File: src/design/fjps_pkg.sv
// shared types and constants for the flat json pair splitter
// no dependencies
`timescale 1ns / 1ps
`default_nettype none
package fjps_pkg;

    localparam int PAIR_LIMIT     = 10;
    localparam int KEY_STORE      = 32;
    localparam int VALUE_STORE    = 64;
    localparam int MESSAGE_WINDOW = 256;
    localparam int KEY_AW         = $clog2(KEY_STORE);
    localparam int VAL_AW         = $clog2(VALUE_STORE);
    localparam int POS_W          = $clog2(MESSAGE_WINDOW);

    localparam logic [7:0] CH_QUOTE  = 8'h22;
    localparam logic [7:0] CH_LBRACE = 8'h7b;
    localparam logic [7:0] CH_RBRACE = 8'h7d;
    localparam logic [7:0] CH_COMMA  = 8'h2c;
    localparam logic [7:0] CH_COLON  = 8'h3a;
    localparam logic [7:0] CH_SPACE  = 8'h20;

    localparam logic [1:0] PART_KEY  = 2'd0;
    localparam logic [1:0] PART_VAL  = 2'd1;
    localparam logic [1:0] PART_DONE = 2'd2;

    typedef enum logic [1:0] {
        PH_KEY_SKIP = 2'd0,
        PH_KEY_BODY = 2'd1,
        PH_VAL_SKIP = 2'd2,
        PH_VAL_BODY = 2'd3
    } t_phase;

    typedef struct packed {
        logic load;
        logic feed;
        logic setup;
        logic sel_val;
        logic cap;
        logic adv;
        logic clr;
        logic pair_inc;
        logic msg_reset;
        logic show_done;
    } t_cmd;

    typedef struct packed {
        logic do_finish;
        logic emit_ok;
        logic k_zero;
        logic j_last;
        logic part_end;
        logic sel;
        logic lastb;
    } t_sts;

    typedef struct packed {
        logic [3:0] pair_index;
        logic [1:0] part;
        logic [7:0] char_a;
        logic [7:0] char_b;
        logic [7:0] char_c;
        logic [7:0] char_d;
        logic [2:0] char_count;
        logic       end_of_part;
        logic [3:0] pairs_found;
        logic       last;
    } t_res;

endpackage
`default_nettype wire

File: src/design/fjps_if.sv
// stream interfaces for input bytes and result chunks
// depends on nothing
`timescale 1ns / 1ps
`default_nettype none
interface fjps_in_if;
    logic       valid;
    logic       ready;
    logic [7:0] data_byte;
    logic       last_byte;
    modport source (output valid, output data_byte, output last_byte, input ready);
    modport sink (input valid, input data_byte, input last_byte, output ready);
endinterface

interface fjps_out_if;
    logic       valid;
    logic       ready;
    logic [3:0] pair_index;
    logic [1:0] part;
    logic [7:0] char_a;
    logic [7:0] char_b;
    logic [7:0] char_c;
    logic [7:0] char_d;
    logic [2:0] char_count;
    logic       end_of_part;
    logic [3:0] pairs_found;
    logic       last;
    modport source (output valid, output pair_index, output part, output char_a,
                    output char_b, output char_c, output char_d, output char_count,
                    output end_of_part, output pairs_found, output last, input ready);
    modport sink (input valid, input pair_index, input part, input char_a,
                  input char_b, input char_c, input char_d, input char_count,
                  input end_of_part, input pairs_found, input last, output ready);
endinterface
`default_nettype wire

File: src/design/fjps_ctrl.sv
// sequencer for byte intake, chunk reads and result transfers
// depends on fjps_pkg
`timescale 1ns / 1ps
`default_nettype none
module fjps_ctrl (
    input  wire           i_clk,
    input  wire           i_rst_n,
    input  wire           i_in_valid,
    output logic          o_in_ready,
    output logic          o_out_valid,
    input  wire           i_out_ready,
    input  fjps_pkg::t_sts i_sts,
    output fjps_pkg::t_cmd o_cmd
);
    import fjps_pkg::*;

    typedef enum logic [6:0] {
        S_IDLE = 7'b0000001,
        S_FEED = 7'b0000010,
        S_FIN  = 7'b0000100,
        S_RD   = 7'b0001000,
        S_CAP  = 7'b0010000,
        S_OUT  = 7'b0100000,
        S_DONE = 7'b1000000
    } t_state;

    t_state r_state;
    t_state n_state;

    always_ff @(posedge i_clk) begin
        if (!i_rst_n) begin
            r_state <= S_IDLE;
        end else begin
            r_state <= n_state;
        end
    end

    always_comb begin
        n_state     = r_state;
        o_cmd       = '0;
        o_in_ready  = 1'b0;
        o_out_valid = 1'b0;
        case (r_state)
            S_IDLE: begin
                o_in_ready = 1'b1;
                if (i_in_valid) begin
                    o_cmd.load = 1'b1;
                    n_state    = S_FEED;
                end
            end
            S_FEED: begin
                o_cmd.feed = 1'b1;
                n_state    = S_FIN;
            end
            S_FIN: begin
                if (i_sts.do_finish && i_sts.emit_ok) begin
                    o_cmd.setup = 1'b1;
                    n_state     = S_RD;
                end else begin
                    o_cmd.clr = i_sts.do_finish;
                    n_state   = i_sts.lastb ? S_DONE : S_IDLE;
                end
            end
            S_RD: begin
                n_state = i_sts.k_zero ? S_OUT : S_CAP;
            end
            S_CAP: begin
                o_cmd.cap = 1'b1;
                n_state   = i_sts.j_last ? S_OUT : S_RD;
            end
            S_OUT: begin
                o_out_valid = 1'b1;
                if (i_out_ready) begin
                    if (!i_sts.part_end) begin
                        o_cmd.adv = 1'b1;
                        n_state   = S_RD;
                    end else if (!i_sts.sel) begin
                        o_cmd.setup   = 1'b1;
                        o_cmd.sel_val = 1'b1;
                        n_state       = S_RD;
                    end else begin
                        o_cmd.pair_inc = 1'b1;
                        o_cmd.clr      = 1'b1;
                        n_state        = i_sts.lastb ? S_DONE : S_IDLE;
                    end
                end
            end
            S_DONE: begin
                o_out_valid     = 1'b1;
                o_cmd.show_done = 1'b1;
                if (i_out_ready) begin
                    o_cmd.msg_reset = 1'b1;
                    n_state         = S_IDLE;
                end
            end
            default: begin
                n_state = S_IDLE;
            end
        endcase
    end
endmodule
`default_nettype wire

File: src/design/fjps_dp.sv
// token stores, lengths, phase and chunk assembly
// depends on fjps_pkg
`timescale 1ns / 1ps
`default_nettype none
module fjps_dp (
    input  wire            i_clk,
    input  wire            i_rst_n,
    input  wire [7:0]      i_data_byte,
    input  wire            i_last_byte,
    input  fjps_pkg::t_cmd i_cmd,
    output fjps_pkg::t_sts o_sts,
    output fjps_pkg::t_res o_res
);
    import fjps_pkg::*;

    logic [7:0] r_key_mem [KEY_STORE];
    logic [7:0] r_val_mem [VALUE_STORE];
    logic [7:0] r_kq;
    logic [7:0] r_vq;

    logic [7:0]       r_byte;
    logic             r_lastb;
    logic [POS_W-1:0] r_pos;
    t_phase           r_phase;
    logic [7:0]       r_klen;
    logic [7:0]       r_vlen;
    logic [7:0]       r_kfirst;
    logic [7:0]       r_kfin;
    logic [7:0]       r_vfirst;
    logic [7:0]       r_vfin;
    logic [3:0]       r_pairs;
    logic             r_dofin;
    logic             r_sel;
    logic             r_start;
    logic [7:0]       r_n;
    logic [7:0]       r_cpos;
    logic [1:0]       r_j;
    logic [7:0]       r_chunk [4];

    logic       in_win;
    logic       msg_end;
    logic       drop;
    logic       take;
    logic       put_key;
    logic       put_val;
    logic [7:0] s_len;
    logic [7:0] s_first;
    logic [7:0] s_fin;
    logic       s_strip;
    logic [7:0] s_n;
    logic [7:0] s_cap;
    logic [7:0] rem;
    logic [2:0] k;
    logic [7:0] rd_addr;

    assign in_win  = r_pos != POS_W'(MESSAGE_WINDOW - 1);
    assign msg_end = r_lastb || (r_pos == POS_W'(MESSAGE_WINDOW - 2));
    assign drop    = (r_pos == '0 && r_byte == CH_LBRACE) || (msg_end && r_byte == CH_RBRACE);
    assign take    = i_cmd.feed && in_win && !drop && (r_byte != CH_COMMA);

    always_comb begin
        put_key = 1'b0;
        put_val = 1'b0;
        case (r_phase)
            PH_KEY_SKIP: put_key = (r_byte != CH_SPACE) && (r_byte != CH_COLON);
            PH_KEY_BODY: put_key = r_byte != CH_COLON;
            PH_VAL_SKIP: put_val = r_byte != CH_SPACE;
            PH_VAL_BODY: put_val = 1'b1;
            default: put_key = 1'b0;
        endcase
        put_key = put_key && take;
        put_val = put_val && take;
    end

    // string bounds for the part being set up
    always_comb begin
        s_len   = i_cmd.sel_val ? r_vlen : r_klen;
        s_first = i_cmd.sel_val ? r_vfirst : r_kfirst;
        s_fin   = i_cmd.sel_val ? r_vfin : r_kfin;
        s_cap   = i_cmd.sel_val ? 8'(VALUE_STORE - 1) : 8'(KEY_STORE - 1);
        s_strip = (s_len >= 8'd2) && (s_first == CH_QUOTE) && (s_fin == CH_QUOTE);
        s_n     = s_strip ? s_len - 8'd2 : s_len;
        if (s_n > s_cap) begin
            s_n = s_cap;
        end
    end

    assign rem     = r_n - r_cpos;
    assign k       = (rem > 8'd4) ? 3'd4 : rem[2:0];
    assign rd_addr = 8'(r_start) + r_cpos + 8'(r_j);

    always_ff @(posedge i_clk) begin
        if (put_key && r_klen < 8'(KEY_STORE)) begin
            r_key_mem[r_klen[KEY_AW-1:0]] <= r_byte;
        end
        if (put_val && r_vlen < 8'(VALUE_STORE)) begin
            r_val_mem[r_vlen[VAL_AW-1:0]] <= r_byte;
        end
        r_kq <= r_key_mem[rd_addr[KEY_AW-1:0]];
        r_vq <= r_val_mem[rd_addr[VAL_AW-1:0]];
    end

    always_ff @(posedge i_clk) begin
        if (i_cmd.load) begin
            r_byte  <= i_data_byte;
            r_lastb <= i_last_byte;
        end
        if (i_cmd.setup) begin
            r_start <= s_strip;
            r_n     <= s_n;
        end
        if (i_cmd.setup || i_cmd.adv) begin
            r_cpos <= i_cmd.setup ? 8'd0 : r_cpos + 8'(k);
            r_j    <= 2'd0;
            for (int i = 0; i < 4; i++) begin
                r_chunk[i] <= 8'd0;
            end
        end else if (i_cmd.cap) begin
            r_chunk[r_j] <= r_sel ? r_vq : r_kq;
            r_j          <= r_j + 2'd1;
        end
        if (put_key) begin
            if (r_klen == 8'd0) begin
                r_kfirst <= r_byte;
            end
        end
        if (put_val) begin
            if (r_vlen == 8'd0) begin
                r_vfirst <= r_byte;
            end
        end
    end

    always_ff @(posedge i_clk) begin
        if (!i_rst_n) begin
            r_pos   <= '0;
            r_phase <= PH_KEY_SKIP;
            r_klen  <= 8'd0;
            r_vlen  <= 8'd0;
            r_kfin  <= 8'd0;
            r_vfin  <= 8'd0;
            r_pairs <= 4'd0;
            r_dofin <= 1'b0;
            r_sel   <= 1'b0;
        end else begin
            if (i_cmd.feed) begin
                r_dofin <= in_win && (msg_end || (!drop && r_byte == CH_COMMA));
                if (in_win) begin
                    r_pos <= r_pos + POS_W'(1);
                end
                if (take) begin
                    case (r_phase)
                        PH_KEY_SKIP: begin
                            if (r_byte == CH_COLON) begin
                                r_phase <= PH_VAL_SKIP;
                            end else if (r_byte != CH_SPACE) begin
                                r_phase <= PH_KEY_BODY;
                            end
                        end
                        PH_KEY_BODY: begin
                            if (r_byte == CH_COLON) begin
                                r_phase <= PH_VAL_SKIP;
                            end
                        end
                        PH_VAL_SKIP: begin
                            if (r_byte != CH_SPACE) begin
                                r_phase <= PH_VAL_BODY;
                            end
                        end
                        default: r_phase <= r_phase;
                    endcase
                end
                if (put_key) begin
                    r_kfin <= r_byte;
                    if (r_klen != 8'd255) begin
                        r_klen <= r_klen + 8'd1;
                    end
                end
                if (put_val) begin
                    r_vfin <= r_byte;
                    if (r_vlen != 8'd255) begin
                        r_vlen <= r_vlen + 8'd1;
                    end
                end
            end
            if (i_cmd.setup) begin
                r_sel <= i_cmd.sel_val;
            end
            if (i_cmd.pair_inc) begin
                r_pairs <= r_pairs + 4'd1;
            end
            if (i_cmd.clr || i_cmd.msg_reset) begin
                r_phase <= PH_KEY_SKIP;
                r_klen  <= 8'd0;
                r_vlen  <= 8'd0;
                r_kfin  <= 8'd0;
                r_vfin  <= 8'd0;
            end
            if (i_cmd.msg_reset) begin
                r_pos   <= '0;
                r_pairs <= 4'd0;
            end
        end
    end

    always_comb begin
        o_sts.do_finish = r_dofin;
        o_sts.emit_ok   = (r_phase == PH_VAL_SKIP || r_phase == PH_VAL_BODY)
                          && (r_pairs < 4'(PAIR_LIMIT));
        o_sts.k_zero    = k == 3'd0;
        o_sts.j_last    = 3'(r_j) == k - 3'd1;
        o_sts.part_end  = (r_cpos + 8'(k)) >= r_n;
        o_sts.sel       = r_sel;
        o_sts.lastb     = r_lastb;
    end

    always_comb begin
        if (i_cmd.show_done) begin
            o_res             = '0;
            o_res.part        = PART_DONE;
            o_res.pairs_found = r_pairs;
            o_res.last        = 1'b1;
        end else begin
            o_res.pair_index  = r_pairs;
            o_res.part        = r_sel ? PART_VAL : PART_KEY;
            o_res.char_a      = r_chunk[0];
            o_res.char_b      = r_chunk[1];
            o_res.char_c      = r_chunk[2];
            o_res.char_d      = r_chunk[3];
            o_res.char_count  = k;
            o_res.end_of_part = o_sts.part_end;
            o_res.pairs_found = r_pairs + 4'd1;
            o_res.last        = o_sts.part_end && r_sel && !r_lastb;
        end
    end
endmodule
`default_nettype wire

File: src/design/flat_json_pair_splitter.sv
// top level of the flat json pair splitter: controller plus datapath
// depends on fjps_pkg, fjps_if, fjps_ctrl, fjps_dp
//
// channel  dir  payload
// i_in     in   data_byte, last_byte
// o_out    out  pair_index, part, char_a..d, char_count, end_of_part, pairs_found, last
//
// a byte with no result passes through accept, apply and finish check (S_IDLE, S_FEED, S_FIN)
// each output chunk reads its characters one by one (read, then capture) before the transfer,
// an empty string chunk goes from read straight to transfer; one registered read port per key/value memory
// the done item is its own transfer after the last chunk; output stalls hold the sequencer in place
// reset is synchronous active low; no clearing pass is needed
`timescale 1ns / 1ps
`default_nettype none
module flat_json_pair_splitter (
    input wire        i_clk,
    input wire        i_rst_n,
    fjps_in_if.sink   i_in,
    fjps_out_if.source o_out
);
    import fjps_pkg::*;

    t_cmd cmd;
    t_sts sts;
    t_res res;

    fjps_ctrl u_ctrl (
        .i_clk       (i_clk),
        .i_rst_n     (i_rst_n),
        .i_in_valid  (i_in.valid),
        .o_in_ready  (i_in.ready),
        .o_out_valid (o_out.valid),
        .i_out_ready (o_out.ready),
        .i_sts       (sts),
        .o_cmd       (cmd)
    );

    fjps_dp u_dp (
        .i_clk       (i_clk),
        .i_rst_n     (i_rst_n),
        .i_data_byte (i_in.data_byte),
        .i_last_byte (i_in.last_byte),
        .i_cmd       (cmd),
        .o_sts       (sts),
        .o_res       (res)
    );

    assign o_out.pair_index  = res.pair_index;
    assign o_out.part        = res.part;
    assign o_out.char_a      = res.char_a;
    assign o_out.char_b      = res.char_b;
    assign o_out.char_c      = res.char_c;
    assign o_out.char_d      = res.char_d;
    assign o_out.char_count  = res.char_count;
    assign o_out.end_of_part = res.end_of_part;
    assign o_out.pairs_found = res.pairs_found;
    assign o_out.last        = res.last;
endmodule
`default_nettype wire

File: src/flat_wrapper.sv
// flat-port wrapper written by rule: the top's interface ports become plain ports
module flat_json_pair_splitter_flat import fjps_pkg::*;
  (i_clk, i_rst_n, i_in_valid, i_in_data_byte, i_in_last_byte, i_in_ready, o_out_valid, o_out_pair_index, o_out_part, o_out_char_a, o_out_char_b, o_out_char_c, o_out_char_d, o_out_char_count, o_out_end_of_part, o_out_pairs_found, o_out_last, o_out_ready);
  fjps_in_if i_in_i ();
  fjps_out_if o_out_i ();
  input wire i_clk;
  input wire i_rst_n;
  input wire logic [$bits(i_in_i.valid)-1:0] i_in_valid;
  input wire logic [$bits(i_in_i.data_byte)-1:0] i_in_data_byte;
  input wire logic [$bits(i_in_i.last_byte)-1:0] i_in_last_byte;
  output wire logic [$bits(i_in_i.ready)-1:0] i_in_ready;
  output wire logic [$bits(o_out_i.valid)-1:0] o_out_valid;
  output wire logic [$bits(o_out_i.pair_index)-1:0] o_out_pair_index;
  output wire logic [$bits(o_out_i.part)-1:0] o_out_part;
  output wire logic [$bits(o_out_i.char_a)-1:0] o_out_char_a;
  output wire logic [$bits(o_out_i.char_b)-1:0] o_out_char_b;
  output wire logic [$bits(o_out_i.char_c)-1:0] o_out_char_c;
  output wire logic [$bits(o_out_i.char_d)-1:0] o_out_char_d;
  output wire logic [$bits(o_out_i.char_count)-1:0] o_out_char_count;
  output wire logic [$bits(o_out_i.end_of_part)-1:0] o_out_end_of_part;
  output wire logic [$bits(o_out_i.pairs_found)-1:0] o_out_pairs_found;
  output wire logic [$bits(o_out_i.last)-1:0] o_out_last;
  input wire logic [$bits(o_out_i.ready)-1:0] o_out_ready;
  assign i_in_i.valid = i_in_valid;
  assign i_in_i.data_byte = i_in_data_byte;
  assign i_in_i.last_byte = i_in_last_byte;
  assign i_in_ready = i_in_i.ready;
  assign o_out_valid = o_out_i.valid;
  assign o_out_pair_index = o_out_i.pair_index;
  assign o_out_part = o_out_i.part;
  assign o_out_char_a = o_out_i.char_a;
  assign o_out_char_b = o_out_i.char_b;
  assign o_out_char_c = o_out_i.char_c;
  assign o_out_char_d = o_out_i.char_d;
  assign o_out_char_count = o_out_i.char_count;
  assign o_out_end_of_part = o_out_i.end_of_part;
  assign o_out_pairs_found = o_out_i.pairs_found;
  assign o_out_last = o_out_i.last;
  assign o_out_i.ready = o_out_ready;
  flat_json_pair_splitter u_core (.i_clk(i_clk), .i_rst_n(i_rst_n), .i_in(i_in_i), .o_out(o_out_i));
endmodule
File: config.mk
export PLATFORM = sky130hd
export DESIGN_NAME = flat_json_pair_splitter_flat
export DESIGN_NICKNAME = d
export VERILOG_FILES = /design/src/design/fjps_pkg.sv /design/src/design/fjps_if.sv /design/src/design/fjps_ctrl.sv /design/src/design/fjps_dp.sv /design/src/design/flat_json_pair_splitter.sv /design/src/flat_wrapper.sv
export SDC_FILE = /design/constraint.sdc
export NUM_CORES = 1
export LEC_CHECK = 0
export BUFFER_PORTS_ARGS = -buffer_cell sky130_fd_sc_hd__clkbuf_2
export CELL_PAD_IN_SITES_DETAIL_PLACEMENT = 0
export CELL_PAD_IN_SITES_GLOBAL_PLACEMENT = 1
export CORE_ASPECT_RATIO = 0.9
export CORE_MARGIN = 4
export CORE_UTILIZATION = 60
export CTS_BUF_LIST = sky130_fd_sc_hd__clkbuf_4
export DETAILED_ROUTE_END_ITERATION = 10
export GPL_ROUTABILITY_DRIVEN = 0
export PLACE_DENSITY_LB_ADDON = 0.1
export SLEW_MARGIN = 10
export SYNTH_ARGS = -nofsm -noshare
export SYNTH_HDL_FRONTEND = slang
export SYNTH_HIERARCHICAL = 1
export SYNTH_SLANG_ARGS = --single-unit
export TNS_END_PERCENT = 20
File: constraint.sdc
create_clock -name i_clk -period 20.3 [get_ports i_clk]
set_input_delay 1.015 -clock i_clk [delete_from_list [all_inputs] [get_ports i_clk]]
set_output_delay 1.015 -clock i_clk [all_outputs]
set_load 0.02 [all_outputs]
* Word-level counts from Yosys, hierarchy flattened
Memory sizes are Yosys's and may differ from the RTL's. A register that Yosys moved wholly into a read port is not among the register bits.
Cells that the tools add are included.
** Word-level totals
- Output and inout port bits :: 49
- Register bits :: 99
- Memory bits (writable) :: 800
- Bits of input ports :: 13
- Bits in latches :: 0
- Logic and storage cells :: 176
- Memory bits (read-only) :: 0
- Memories kept :: 3
** Memory list
- u_core.u_dp.r_val_mem :: words 64, bits a word 8, rd ports 1, clocked after memory_dff 1, write ports 1, line fjps_dp.sv:17 : logic [7:0] r_val_mem [VALUE_STORE];
- u_core.u_dp.r_key_mem :: words 32, bits a word 8, rd ports 1, clocked after memory_dff 1, write ports 1, line fjps_dp.sv:16 : logic [7:0] r_key_mem [KEY_STORE];
- u_core.u_dp.r_chunk :: words 4, bits a word 8, rd ports 4, clocked after memory_dff 0, write ports 4, line fjps_dp.sv:38 : logic [7:0] r_chunk [4];
** Operators by class
- Order comparisons :: 7
- $add $sub $neg :: 11
- Shift operators :: 0
- Bitwise logic cells :: 1
- Divide/modulo/power cells :: 0
- Reductions and logical operators :: 45
- Muxes and demuxes :: 61
- $mul :: 0
- Equality and inequality tests :: 30
** Operators with widths (count)
- 8-bit 2-to-1 mux :: 7
- 7-bit 2-to-1 mux :: 7
- 7-bit one-hot mux with 7 select lines :: 1
- 47-bit 2-to-1 mux :: 1
- 8-bit by 6-bit equality test with 1-bit output, second input constant :: 4
- 8-bit by 1-bit adder with 8-bit output, second input constant :: 3
- 8-bit logical NOT :: 3
- 1-bit 2-to-1 mux :: 24
- 8-bit by 6-bit != test with 1-bit output, second input constant :: 3
- 8-bit != test, second input constant :: 3
- 2-bit 2-to-1 mux :: 11
- 1-bit logical AND :: 18
- 6-bit 2-to-1 mux :: 3
- 8-bit by 7-bit equality test with 1-bit output, second input constant :: 2
- 2-bit != test, second input constant :: 5
- 2-bit AND reduction :: 5
- 3-bit AND reduction :: 3
- 8-bit by 3-bit adder with 8-bit output :: 1
- 8-bit equality test, second input constant :: 1
- 8-bit by 2-bit >= comparator with 1-bit output, second input constant :: 1
- 8-bit >= comparator :: 1
- 8-bit by 3-bit greater-than comparator with 1-bit output, second input constant :: 1
- 8-bit by 6-bit greater-than comparator with 1-bit output :: 1
- 8-bit by 6-bit less-than comparator with 1-bit output, second input constant :: 1
- other kinds (32) :: 45

* Depth between registers and ports, before layout
- Depth after elaboration :: 15
- Gate-level depth with buffers :: 34
- Mapped depth without buffers :: 32

* Hierarchy
The synthesis kept the hierarchy.
** By module, submodules not included
- fjps_dp :: area each 36771.5 um^2, cells an instance 1924, times used 1
- fjps_ctrl :: area each 610.6 um^2, cells an instance 77, times used 1

* Least setup slack after synthesis
No wires, ideal clock.
- Path type :: flip-flop to flip-flop
- Start :: register u_core.u_dp.r_cpos[0]
- End :: register u_core.u_dp.r_n[0] (data pin)
- Required time :: 20.034 ns
- Stages on the path, launching flop included :: 32
- Library setup time :: 0.266 ns
- Data arrival time :: 6.907 ns
- Setup slack :: 13.127 ns
- Path through :: edfxtp_1 > ha_1 > fa_1 > nor2b_1 > nor2_1 > o2111ai_1 > or3b_2 > nor3_1 > inv_1 > ha_1 > nand4b_1 > or3_4 > a211oi_4 > xnor2_1 > ha_1 > o21ai_0 > o21a_1 > nor2_1 > nand2b_1 > nor2_1 > clkbuf_1 > mux2i_1 > nand2_1 > nor3_1 > nor2_1 > and4_1 > xnor2_1 > ha_1 > nor2b_1 > o221ai_1 > a21oi_1 > nand2_1
** RTL lines
- start: declaration :: line fjps_dp.sv:36 : logic [7:0] r_cpos;
- start signal: assignment :: line fjps_dp.sv:113 : r_cpos <= i_cmd.setup ? 8'd0 : r_cpos + 8'(k);
- end signal: assignment :: line fjps_dp.sv:110 : r_n <= s_n;
- end: declaration :: line fjps_dp.sv:35 : logic [7:0] r_n;

==> metrics.cfg <==
[status]
status=finished clean

[drt]
postRouteWirelength_um=78900
ant_nets=0
viasPerCell=6.06
via_count=19560
wl_per_cell_um=24.4
drt_iter0_drc=1786
dr.pass1.iters=5
drc_errors=0

[clocking]
h-tree-depth=4
clock_path_buffers=3
clk_pin_slew_ns=0.07
postCtsSetupBuffers=0
root_buffer=clkbuf_4
cts_tree=done
ctsResizeCount=0
cts-hold-fix-buffers=0
clock_sinks=915
clk_latency_ns=1.04
cts_buffers=215

[hold_path]
hp-class=input pin to register
hold_depth=1

[timing]
worst_pin_slew_ns=1.21
hold_viol=0
post-route-period-util=0.409
layout_setup_ws_ns=12.00
slew_viol_final=0
clock.fmax_mhz=121
fin_skew_ns=0.0600
finalSetupViolCount=0
fin_crit_ns=8.30
max_slew_margin=0.195
final.setup.tns_ns=0
rsz0062_at_grt=no

[synth]
async_reset_ff_frac=0
ys_seq_area_frac=0.715
synth_top_cell_area_share=0.676
synth_ff_type=edfxtp_1
ys_seq_elements=915
synth_most_common_cell=edfxtp_1
synth_warnings=6
synth_common_cells=edfxtp_1 (842), mux4_2 (248), nor2_1 (221)
netlist-cell-type-count=77
synth_edf_count=842
syn_inst=2001
synth_area_leader_cell=edfxtp_1
synth_area_per_cell_um2=18.7
synth_area_mm2=0.0374
synth_area_leaders=edfxtp_1 (68%), mux4_2 (15%), dfxtp_1 (3.9%)

[grt]
track_usage=0.243
grt_max_degree=147
antenna_found_initial=2
grt_pass1_wl_um=121000
gr-total-overflow=0
grt_pass1_vias=19601

[placed_design]
portBuffers=61
placed_area_mm2=0.0386
pre_cts_ws_ns=12.20
place_hpwl_um=46600

[worst_setup_path]
critPathRequiredTime_ns=21.06
ff2ff_path_depth=31
crit_arrival_ns=9.05
end_kind=register
cpMaxStageDelayCell=or3b_2
path_max_fanout=15
worstSetupStartpointType=register
critPathMaxStageDelay_ns=0.54
worst-setup-path-type=register to register

[final_layout]
fin_nets=2268
layout-drive-gt1-share=0.292
design_area_mm2=0.0413
layout-area-overhead-vs-synth_pct=10.5

[floorplanning]
dieArea_mm2=0.0664
rows=86
chipHeight_um=245
coreArea_mm2=0.0614
dieWidth_um=271
top_level_ports=62
start_util=0.608

[run]
max_cap_viol_count=0

[pwr]
peakVddDrop_mv=0.0615
power_density_mw_per_mm2=86.4
p_leak_nw=13.4
power.total_w=0.00357

[worst max-delay path: cells and delay by family, from the launching register on]
family	cells	cell delay, ns
buf+inv	2	0.35
xor+xnor	2	0.25
flops	1	0.47
fa+ha+maj	5	1.59
mux	1	0.41
compound gates	6	1.30
simple gates	15	3.61
[final timing paths]
kind         slack [ns]                  start               endpoint
max reg2reg       12.00  u_core/u_dp/r_cpos[0]     u_core/u_dp/r_n[4]
min reg2reg        0.50  u_core/u_dp/r_kfin[0]  u_core/u_dp/r_kfin[0]
max               12.00  u_core/u_dp/r_cpos[0]     u_core/u_dp/r_n[4]
min                0.16         i_in_last_byte    u_core/u_dp/r_lastb
[registers in the layout, indices dropped and copies added (netlist names), 4 cells and up]
name / count
u_core/u_dp/r_val_mem: 512
u_core/u_dp/r_key_mem: 256
u_core/u_dp/r_chunk: 32
u_core/u_dp/r_byte: 8
u_core/u_dp/r_cpos: 8
u_core/u_dp/r_kfin: 8
u_core/u_dp/r_kfirst: 8
u_core/u_dp/r_klen: 8
u_core/u_dp/r_kq: 8
u_core/u_dp/r_n: 8
u_core/u_dp/r_pos: 8
u_core/u_dp/r_vfin: 8
u_core/u_dp/r_vfirst: 8
u_core/u_dp/r_vlen: 8
u_core/u_dp/r_vq: 8
u_core/u_ctrl/r_state: 7
u_core/u_dp/r_pairs: 4
[cell families after synthesis]
| family | share of synthesized area |
|---|---|
| and+or+nand+nor | 0.0612 |
| xor gates and xnor gates | 0.0108 |
| adders and majority gates | 0.0148 |
| buffers and inverters | 0.0153 |
| other | 0.000100 |
| muxes | 0.164 |
| AOI/OAI and AO/OA | 0.0184 |
| DFF | 0.715 |
[power by group]
group / total (W) / switching [W] / internal, W
Combinational: 0.0000653 / 0.0000559 / 0.00000944
Clock: 0.00142 / 0.000701 / 0.000724
Sequential: 0.00208 / 0.00000336 / 0.00207
Total: 0.00357 / 0.000760 / 0.00281
[per-stage QoR]
stage                      util  hold slack [ns]  instances
after global placement    0.628            0.470       2833
after detailed placement  0.628            0.482       2833
final                     0.672            0.158       3229
after CTS                 0.672           0.0494       3223
after floorplan               -            0.452       2002
after global routing      0.672           0.0651       3229
[cell type report]
| cell class | count | area (um2) |
|---|---|---|
| flip-flops and latches | 915 | 26700 |
| fillers | 4197 | 20100 |
| multi-input cells | 952 | 10100 |
| clock buffers | 306 | 2300 |
| well taps | 836 | 1050 |
| repair buffers | 87 | 513 |
| clock inverters | 84 | 415 |
| inverters | 43 | 161 |
| diodes | 6 | 15.0 |
[placed cells by master, fill, tap and decap left out, drive strengths merged, types with 9 or more instances in the layout]
master	Yosys	layout
a21oi	25	25
mux2i	39	39
inv	43	52
nor2	221	221
nand2	43	43
edfxtp	842	842
xnor2	27	27
nor3	21	21
buf	41	26
nand4	11	11
nand2b	9	9
nand3	39	39
or3	13	13
ha	37	37
clkbuf	51	367
dfxtp	73	73
mux2	13	13
xor2	19	19
and3	11	11
clkinv	0	72
o21ai	14	14
mux4	248	248
nor2b	47	47
nand3b	9	9
[layer usage]
layer  track usage  up-vias  wire (um)
met5             0        -          0
met4        0.0850        0       1820
met3        0.0558      116       6120
met2         0.379      787      38200
met1         0.348    10048      32800
li1              -     8609          -
Note: power is estimated with default switching activity, not from simulation.
